**src/rtl/core/pfl_mul.sv**
```systemverilog
`timescale 1ns / 1ps

// Shared signed multiplier with a registered product.
module pfl_mul (
  input  logic               clk,
  input  logic signed [32:0] op_a,
  input  logic signed [32:0] op_b,
  output logic signed [65:0] prod_r
);

  always_ff @(posedge clk) begin
    prod_r <= op_a * op_b;
  end

endmodule

```
**config.mk**
```make
export PLATFORM = sky130hd
export DESIGN_NAME = pfl_mul
export DESIGN_NICKNAME = d
export VERILOG_FILES = /design/src/rtl/core/pfl_mul.sv
export SDC_FILE = /design/constraint.sdc
export NUM_CORES = 2
export LEC_CHECK = 0
export ABC_AREA = 1
export BUFFER_PORTS_ARGS = -buffer_cell sky130_fd_sc_hd__buf_2
export CORE_ASPECT_RATIO = 1.1
export CORE_MARGIN = 8
export CORE_UTILIZATION = 50
export DETAILED_ROUTE_END_ITERATION = 7
export GPL_TIMING_DRIVEN = 0
export PLACE_DENSITY = 0.68
export SLEW_MARGIN = 10
export SYNTH_ARGS = -nofsm -noshare
export SYNTH_HDL_FRONTEND = slang
export SYNTH_SLANG_ARGS = --single-unit
```
**constraint.sdc**
```tcl
create_clock -name clk -period 8.65 [get_ports clk]
set_input_delay 0.4325 -clock clk [delete_from_list [all_inputs] [get_ports clk]]
set_output_delay 0.4325 -clock clk [all_outputs]
set_load 0.01 [all_outputs]
```
==> flow_summary_export.csv <==
group,metric,value,unit
timing,slew_headroom,3.43,%
yosys,ys_seq_area_share,3.06,%
final_layout,area_delta_synth_final,4.98,%
timing,tightest_slew,1.45,ns
clock_network,numCtsBuffers,9,
timing,rsz0062_at_grt,"no",
floorplan,die_area,96000,um2
route,viasPerCell,5.27,
global_routing,grt_pass1_vias,38500,
global_routing,grt_pass1_wl,252,mm
yosys,syn_nets,6972,
place,hpwl,145,mm
route,detail_route.wl_per_cell,25.4,um
final_layout,largest-register,"prod_r",
timing,fin_crit_sh,97.6,%
global_routing,use_met1,44.7,%
route,drt_wl_total,172,mm
floorplan,initial_utilization,50.2,%
yosys,yosysUniqueCellTypes,35,
clock_network,clk_pin_slew,0.07,ns
timing,post-route-min-period,8.45,ns
worst_hold_path,hold_start,"op_a[0]",
run,maxCapViolCount,0,
final_layout,largest_registers,"prod_r (66)",
timing,max_freq,118,MHz
global_routing,antenna_found_initial,7,
yosys,synth.avg_cell_area,7.79,um2
global_routing,grt_max_degree,28,
route,firstDrtPassIters,6,
yosys,synth.most_common_cell,"inv_1",
final_layout,drive_gt1_share,2.84,%
worst_hold_path,hold_end,"prod_r[0]$_DFF_P_",
global_routing,gr-usage-met2,58.0,%
yosys,synth_warnings,0,
yosys,synth_commonest_cells,"inv_1 (1,894), nand2_1 (1,517), fa_1 (1,145)",
yosys,synth_edf_count,0,
global_routing,globalRoute.busiestLayer,"met2",
timing,drv_slew,0,
place,port-buffer-count,67,
worst_hold_path,min_path_cells,3,
route,antenna_left,0,
floorplan,fp.dieW,296,um
setup_path,worstSetupPathType,"in2reg",
clock_network,cts_buffer_depth,2,
route,drt_drc_violations_left,0,
floorplan,rows,113,
place,pre_cts_ws,-0.631,ns
setup_path,required,8.88,ns
yosys,synth_flop_cell,"dfxtp_1",
floorplan,io_pins,133,
setup_path,cp.arrival,8.68,ns
place,routabilityCongestion,1.05,
timing,setup_viol,0,
final_layout,nets,7054,
timing,worst_slack,0.205,ns
route,drt-initial-drc-count,3524,
yosys,synthArstFlopShare,0,%
global_routing,use_met3,8.75,%
final_layout,largest_register_ffs,66,
setup_path,cp_max_fo,10,
yosys,synth_top_area_share,53.1,%
setup_path,worstSetupEndpointType,"flop",
floorplan,core,86000,um2
run_status,outcome,"complete, no violations",
global_routing,grt-ovfl-total,0,
yosys,netlist_area,43200,um2
worst_hold_path,holdCritPathClass,"in2reg",
clock_network,clockRootBuffer,"clkbuf_16",
clock_network,htreeDepth,3,
yosys,ys_ff_latch,66,
yosys,yosysTopAreaCell,"fa_1",
clock_network,clock-sinks,66,
yosys,syn_inst,5543,
setup_path,cp-start-kind,"primary input",
yosys,synth_area_leaders,"fa_1 (53%), inv_1 (16%), nand2_1 (13%)",
timing,hold_viol_final,0,
floorplan,fp.dieH,324,um
global_routing,grtUsageTotal,37.0,%
route,vias,35700,
clock_network,cts_tree,"built",
metal layers:
metal  wire [um]  vias to the layer above
met5          22                        -
met4       16400                        4
met3       17600                      639
met2       76700                     2044
met1       61500                    17900
li1            -                    15200
layout make-up:
cell class / instances / area (um2)
Tap cell: 1150 / 1440
Antenna cell: 3 / 7.51
Clock inverter: 7 / 68.8
Inverter: 1895 / 7110
Fill cell: 8553 / 40600
Buffer: 263 / 1000
Timing Repair Buffer: 71 / 388
Multi-Input combinational cell: 3319 / 33800
Sequential cell: 66 / 1320
Clock buffer: 9 / 225
critical path, stage by stage:
cell      delay (ns)
clkbuf_1        0.76
clkbuf_1        1.01
nand2_1         0.18
fa_1            0.54
inv_1           0.05
fa_1            0.49
fa_1            0.52
fa_1            0.58
fa_1            0.45
fa_1            0.41
fa_1            0.52
inv_1           0.05
fa_1            0.74
inv_1           0.08
ha_1            0.46
nand2_1         0.15
nor2_1          0.18
inv_1           0.10
nor2_2          0.21
nand2_1         0.17
nor3_1          0.16
nand2_1         0.18
nand4_1         0.14
nand2_1         0.06
repair_timing:
action                     4_1_cts  5_1_grt
resized for setup                2       21
hold buffers                     0        0
setup buffers                    0        0
setup endpoints to repair       15       10
worst max-delay path by stage:
stage                        start            endpoint  slack [ns]  depth (start not counted)
final                     op_b[26]  prod_r[58]$_DFF_P_        0.20                         24
after global routing      op_b[20]  prod_r[60]$_DFF_P_        0.03                         25
after CTS                 op_b[12]  prod_r[57]$_DFF_P_        0.13                         23
after detailed placement  op_b[11]  prod_r[58]$_DFF_P_       -0.63                         24
after global placement    op_a[32]  prod_r[63]$_DFF_P_       -0.62                         22
after floorplan           op_a[32]  prod_r[60]$_DFF_P_        1.46                         23
per-stage QoR:
stage          instances  util, %  TNS [ns]  cell area (um2)  hold WS [ns]
6_report            6783     52.7         0            45300         0.533
2_1_floorplan       5543        -         0            43200         0.696
3_5_place_dp        6763     52.3     -7.70            45000         0.828
5_1_grt             6780     52.7         0            45300         0.526
4_1_cts             6779     52.7         0            45300         0.497
3_3_place_gp        6760     52.3     -9.06            44900         0.830
cells by family after synthesis:
group / share of synthesized area (%)
AO/OA/AOI/OAI: 1.38
XOR/XNOR: 0.832
adder cells (fa/ha/maj): 59.4
buffers and inverters: 18.8
flip-flops: 3.06
AND/OR/NAND/NOR: 16.6
cell usage in the layout, fill, tap and decap left out, types with 3 or more instances in the layout:
master	instances
nand3b_1	3
nand2_2	17
clkbuf_2	9
nor2_1	131
nor4_1	4
fa_1	1143
or2_2	5
buf_2	67
o21ai_0	19
nor2_2	20
nand2_1	1517
o21ai_1	3
clkbuf_1	252
diode_2	3
a21oi_1	61
nand3_1	70
nand3_2	8
nand4_1	19
xor2_1	37
o21bai_1	14
dfxtp_1	66
nor2_4	3
clkinv_2	3
clkbuf_16	9
nor3_1	7
inv_1	1894
xnor2_1	4
a21oi_2	4
ha_1	217
Power is not shown: default switching activity piles up to over one toggle a cycle in this logic, so the estimate is an artifact.
