===== config.mk =====
export PLATFORM = sky130hd
export DESIGN_NAME = pfl_div
export DESIGN_NICKNAME = d
export VERILOG_FILES = /design/src/rtl/core/pfl_pkg.sv /design/src/rtl/core/pfl_div.sv
export SDC_FILE = /design/constraint.sdc
export NUM_CORES = 1
export LEC_CHECK = 0
export BUFFER_PORTS_ARGS = -buffer_cell sky130_fd_sc_hd__buf_2
export CAP_MARGIN = 20
export CORE_ASPECT_RATIO = 2
export CORE_MARGIN = 1
export CORE_UTILIZATION = 54
export DETAILED_ROUTE_END_ITERATION = 10
export PLACE_DENSITY = 0.88
export SLEW_MARGIN = 20
export SYNTH_ARGS = -nofsm -noshare
export SYNTH_HDL_FRONTEND = slang
export SYNTH_SLANG_ARGS = --single-unit

===== constraint.sdc =====
create_clock -name clk -period 7.56 [get_ports clk]
set_input_delay 1.512 -clock clk [delete_from_list [all_inputs] [get_ports clk]]
set_output_delay 1.512 -clock clk [all_outputs]
set_load 0.01 [all_outputs]

===== src/rtl/core/pfl_pkg.sv =====
`timescale 1ns / 1ps

package pfl_pkg;

  // Configuration register indexes.
  typedef enum logic [2:0] {
    REG_REFERENCE = 3'd0,
    REG_FEEDBACK  = 3'd1,
    REG_PROP      = 3'd2,
    REG_INT       = 3'd3,
    REG_DPOLE     = 3'd4,
    REG_DGAIN     = 3'd5,
    REG_WINDUP    = 3'd6,
    REG_PLANT     = 3'd7
  } reg_idx_t;

  localparam logic signed [31:0] SAT_MAX       = 32'sh7FFF_FFFF;
  localparam logic signed [31:0] SAT_MIN       = 32'sh8000_0000;
  // Full duty (4096.0) in Q16.16.
  localparam logic signed [31:0] FULL_DUTY_RAW = 32'sh1000_0000;
  localparam logic [30:0]        PLANT_RESET   = 31'd65536;

  // Wide working width for sums and shifted products.
  localparam int WIDE_W = 50;

  function automatic logic signed [WIDE_W-1:0] sx32(input logic signed [31:0] v);
    return {{(WIDE_W-32){v[31]}}, v};
  endfunction

  function automatic logic signed [31:0] sat32(input logic signed [WIDE_W-1:0] v);
    logic signed [31:0] r;
    if (v > sx32(SAT_MAX)) begin
      r = SAT_MAX;
    end else if (v < sx32(SAT_MIN)) begin
      r = SAT_MIN;
    end else begin
      r = v[31:0];
    end
    return r;
  endfunction

endpackage


===== src/rtl/core/pfl_div.sv =====
`timescale 1ns / 1ps

// Feedforward quotient: reference * 2^28 / plant, truncated toward zero and
// saturated to 32 bits. Restoring division, one quotient bit per cycle.
module pfl_div (
  input  logic               clk,
  input  logic               rst_n,
  input  logic               start,
  input  logic signed [31:0] dividend,
  input  logic [30:0]        divisor,
  output logic signed [31:0] quotient_r,
  output logic               done_r
);

  logic        run_r;
  logic        neg_r;
  logic [4:0]  cnt_r;
  logic [31:0] rem_r;
  logic [30:0] sh_r;
  logic [30:0] quo_r;

  logic [31:0] mag;
  logic        ovf;
  logic [31:0] trial;
  logic        ge;
  logic [30:0] quo_nxt;

  assign mag     = dividend[31] ? (~dividend + 32'd1) : dividend;
  // The quotient magnitude reaches 2^31 exactly when |ref| >= 8 * plant.
  assign ovf     = {2'b00, mag} >= {divisor, 3'b000};
  assign trial   = {rem_r[30:0], sh_r[30]};
  assign ge      = trial >= {1'b0, divisor};
  assign quo_nxt = {quo_r[29:0], ge};

  always_ff @(posedge clk) begin
    if (!rst_n) begin
      run_r  <= 1'b0;
      done_r <= 1'b0;
      cnt_r  <= '0;
    end else if (start) begin
      neg_r <= dividend[31];
      rem_r <= {3'b000, mag[31:3]};
      sh_r  <= {mag[2:0], 28'd0};
      quo_r <= '0;
      cnt_r <= 5'd30;
      if (dividend == 32'sd0) begin
        quotient_r <= 32'sd0;
        run_r      <= 1'b0;
        done_r     <= 1'b1;
      end else if (ovf) begin
        quotient_r <= dividend[31] ? pfl_pkg::SAT_MIN : pfl_pkg::SAT_MAX;
        run_r      <= 1'b0;
        done_r     <= 1'b1;
      end else begin
        run_r  <= 1'b1;
        done_r <= 1'b0;
      end
    end else if (run_r) begin
      rem_r <= ge ? (trial - {1'b0, divisor}) : trial;
      sh_r  <= {sh_r[29:0], 1'b0};
      quo_r <= quo_nxt;
      cnt_r <= cnt_r - 5'd1;
      if (cnt_r == 5'd0) begin
        quotient_r <= neg_r ? -$signed({1'b0, quo_nxt}) : $signed({1'b0, quo_nxt});
        run_r      <= 1'b0;
        done_r     <= 1'b1;
      end
    end
  end

endmodule


==> results.sh <==
export IMPL_antenna_cells=0
export IMPL_power_internal_uw=1120
export IMPL_post_cts_setup_buffers=0
export IMPL_grt_overflow=0
export IMPL_fin_crit_sh=0.804
export IMPL_synthDistinctLibCells=69
export IMPL_sequentialPowerShare=0.420
export IMPL_hpwl_um=16800
export IMPL_yosys_warnings=0
export IMPL_grtUsageTotal=0.301
export IMPL_leakage_uw=0.00369
export IMPL_die_h_um=177
export IMPL_synth_flop_cell="edfxtp_1"
export IMPL_area_delta_synth_final_pct=11.0
export IMPL_dp_cells=1167
export IMPL_dpl_cell_area_sq_mm=0.00891
export IMPL_wl_per_cell_um=19.2
export IMPL_fp_dieW_um=89.6
export IMPL_syn_inst=914
export IMPL_clock_latency_ns=0.36
export IMPL_slowest_delay_ns=0.58
export IMPL_p_per_area_mw_per_mm2=185
export IMPL_syn_area_per_cell_sq_um=9.06
export IMPL_cap_violations=0
export IMPL_path_max_fanout=32
export IMPL_grt_max_degree=67
export IMPL_fmax_mhz=165
export IMPL_rows=63
export IMPL_synth_top_area_frac=0.352
export IMPL_antenna_found_initial=0
export IMPL_post_route_util=0.617
export IMPL_synthTopCellsByCount="97 x edfxtp_1, 77 x nand2_1, 72 x o21ai_0"
export IMPL_synthesis_area_sq_mm=0.00828
export IMPL_pwr_share_clk=0.266
export IMPL_synthTopCellsByArea="edfxtp_1 35%, ha_1 9.7%, xnor2_1 5.7%"
export IMPL_crit_path_cell_trace="buf_2, or4_4, or4_4, or3_1, nand2b_4, o21ai_0, xnor2_1, ha_1, nand2_1, nor4_1, nor4b_1, nand2_1, o21ai_0, nor4b_1, o311a_1, nor3b_4, buf_4"
export IMPL_synth_most_common_cell="edfxtp_1"
export IMPL_dr_first_iter_drc_count=446
export IMPL_coreArea_sq_mm=0.0149
export IMPL_grt_pass1_vias=7438
export IMPL_comb_power_share=0.314
export IMPL_initial_core_util=0.556
export IMPL_cp_end_kind="flop"
export IMPL_p_sw_uw=583
export IMPL_drc=0
export IMPL_crit_type="in2reg"
export IMPL_worst_slack_ns=1.48
export IMPL_hp_class="reg2reg"
export IMPL_worstMarginPinSlew_ns=1.05
export IMPL_vias=7469
export IMPL_finalWeightedCongestion=1.02
export IMPL_holdBufCountCts=0
export IMPL_cts_tree="done"
export IMPL_setup_violations=0
export IMPL_skew_ns=0.0123
export IMPL_final_cells=1183
export IMPL_ir_drop_mv=0.125
export IMPL_clock_sinks=104
export IMPL_ys_seq_area_frac=0.369
export IMPL_outcome="complete, no violations"
export IMPL_switching_share=0.342
export IMPL_dieArea_sq_mm=0.0159
export IMPL_critPathLaunchType="input pin"
export IMPL_path_clk_slew_ns=0.07
export IMPL_cts_resized=0
export IMPL_port_buffers=98
export IMPL_relSlewSlack=0.300
export IMPL_drtAntennaViolNets=0
export IMPL_synth_seq_cells=104
export IMPL_crit_arrival_ns=6.09
export IMPL_place_ws_ns=1.14
export IMPL_vias_per_cell=6.31
export IMPL_h_tree_depth=3
export IMPL_maxSlewViolCount=0
export IMPL_tns_ns=0
export IMPL_drt_total_wl_um=22700
export IMPL_layout_drive_gt1_share=0.149
export IMPL_rsz0062_at_grt="false"
export IMPL_synth_edf_count=97
export IMPL_drtPass1Iterations=5
export IMPL_hold_violations=0
export IMPL_synth_top_area_cell="edfxtp_1"
export IMPL_cts_buffers=9
export IMPL_ys_async_sr_fraction=0
export IMPL_grt_pass1_wl_um=35700
export IMPL_syn_num_nets=1045
export IMPL_crit_path_top_delay_cell="or4_4"
export IMPL_design_portCount=99
export IMPL_clock_root_buffer="clkbuf_16"
export IMPL_stdcell_area_sq_mm=0.00919
export IMPL_required_ns=7.57
export IMPL_period_minus_slack_ns=6.08
export IMPL_cts_buffer_depth=2
export IMPL_nets=1114
==> worst paths after layout <==
check                                 start              to  slack [ns]  cells after the start
worst max-delay path            dividend[7]   quotient_r[9]        1.48                     17
worst min-delay path               sh_r[28]        sh_r[29]        0.58                      2
worst max register to register     rem_r[8]  quotient_r[28]        3.09                     16
worst min register to register     sh_r[28]        sh_r[29]        0.58                      2
==> placed cells by master, fill, tap and decap left out, types with 6 or more instances in the layout <==
| cell | Yosys | routed |
|---|---|---|
| and3_1 | 11 | 11 |
| nor2b_1 | 35 | 35 |
| nand2_1 | 77 | 77 |
| a21boi_0 | 6 | 6 |
| o31ai_1 | 9 | 9 |
| buf_2 | 6 | 98 |
| xor2_1 | 24 | 24 |
| a31oi_1 | 21 | 21 |
| a21oi_1 | 67 | 67 |
| a21o_1 | 13 | 13 |
| edfxtp_1 | 97 | 97 |
| or4_1 | 9 | 9 |
| dfxtp_1 | 7 | 7 |
| o21ai_0 | 72 | 72 |
| o211ai_1 | 9 | 9 |
| ha_1 | 64 | 64 |
| inv_1 | 56 | 56 |
| a211oi_1 | 8 | 7 |
| nand2b_1 | 10 | 10 |
| nand3_1 | 23 | 23 |
| a41oi_1 | 6 | 6 |
| nand4_1 | 11 | 11 |
| nor2_1 | 50 | 50 |
| xnor2_1 | 54 | 54 |
| clkbuf_16 | 0 | 9 |
| or3_1 | 18 | 18 |
| mux2i_1 | 7 | 7 |
| buf_4 | 1 | 9 |
| nor3_1 | 18 | 18 |
==> worst max-delay path: cells and delay by family <==
family	cells	cell delay, ns
buf+inv	2	0.51
xor+xnor	1	0.14
fa+ha+maj	1	0.31
simple gates	10	3.02
compound gates	3	0.60
==> metrics by stage <==
stage               total power (uW)  hold slack, ns
finish                          1700           0.583
global route                    1780           0.598
CTS                             1700           0.585
detailed placement              1250           0.569
global placement                1240           0.562
floorplan                       1100           0.537
==> power groups by stage <==
stage	clock [uW]	sequential, uW	combinational (uW)
2_1_floorplan	0	719	377
3_3_place_gp	0	725	511
3_5_place_dp	0	726	520
4_1_cts	456	714	526
5_1_grt	473	719	590
6_report	453	715	536
==> cell families (layout without fill, tap and decap cells) <==
kind of cell / after synthesis / count (layout) / synth area share
flops: 104 / 104 / 0.369
fa+ha+maj: 65 / 65 / 0.0991
buf+inv: 105 / 179 / 0.0489
xor+xnor: 78 / 78 / 0.0825
mux: 12 / 12 / 0.0153
simple gates: 295 / 295 / 0.187
compound gates: 255 / 255 / 0.199
==> final cells by class <==
class,instances,area [sq um]
fillers,1255,5700
multi-input cells,705,4850
flip-flops and latches,104,3050
repair buffers,107,558
well taps,195,244
clock buffers,9,225
inverters,56,210
clock inverters,7,55.1
==> flip-flops by register name, summed over array words and instances, names as in the netlist <==
name	count
sh_r	3
done_r	1
neg_r	1
cnt_r	5
run_r	1
quotient_r	32
quo_r	30
rem_r	31
==> routing by layer <==
metal  global-route usage  up-vias  share of wire
li1                     -     3508              -
met5                    0        -              0
met4                0.261        0          0.087
met3               0.0504      121          0.069
met1                0.301     3449           0.33
met2                0.516      391           0.52
No activity file was read; power rests on OpenSTA's default activity.
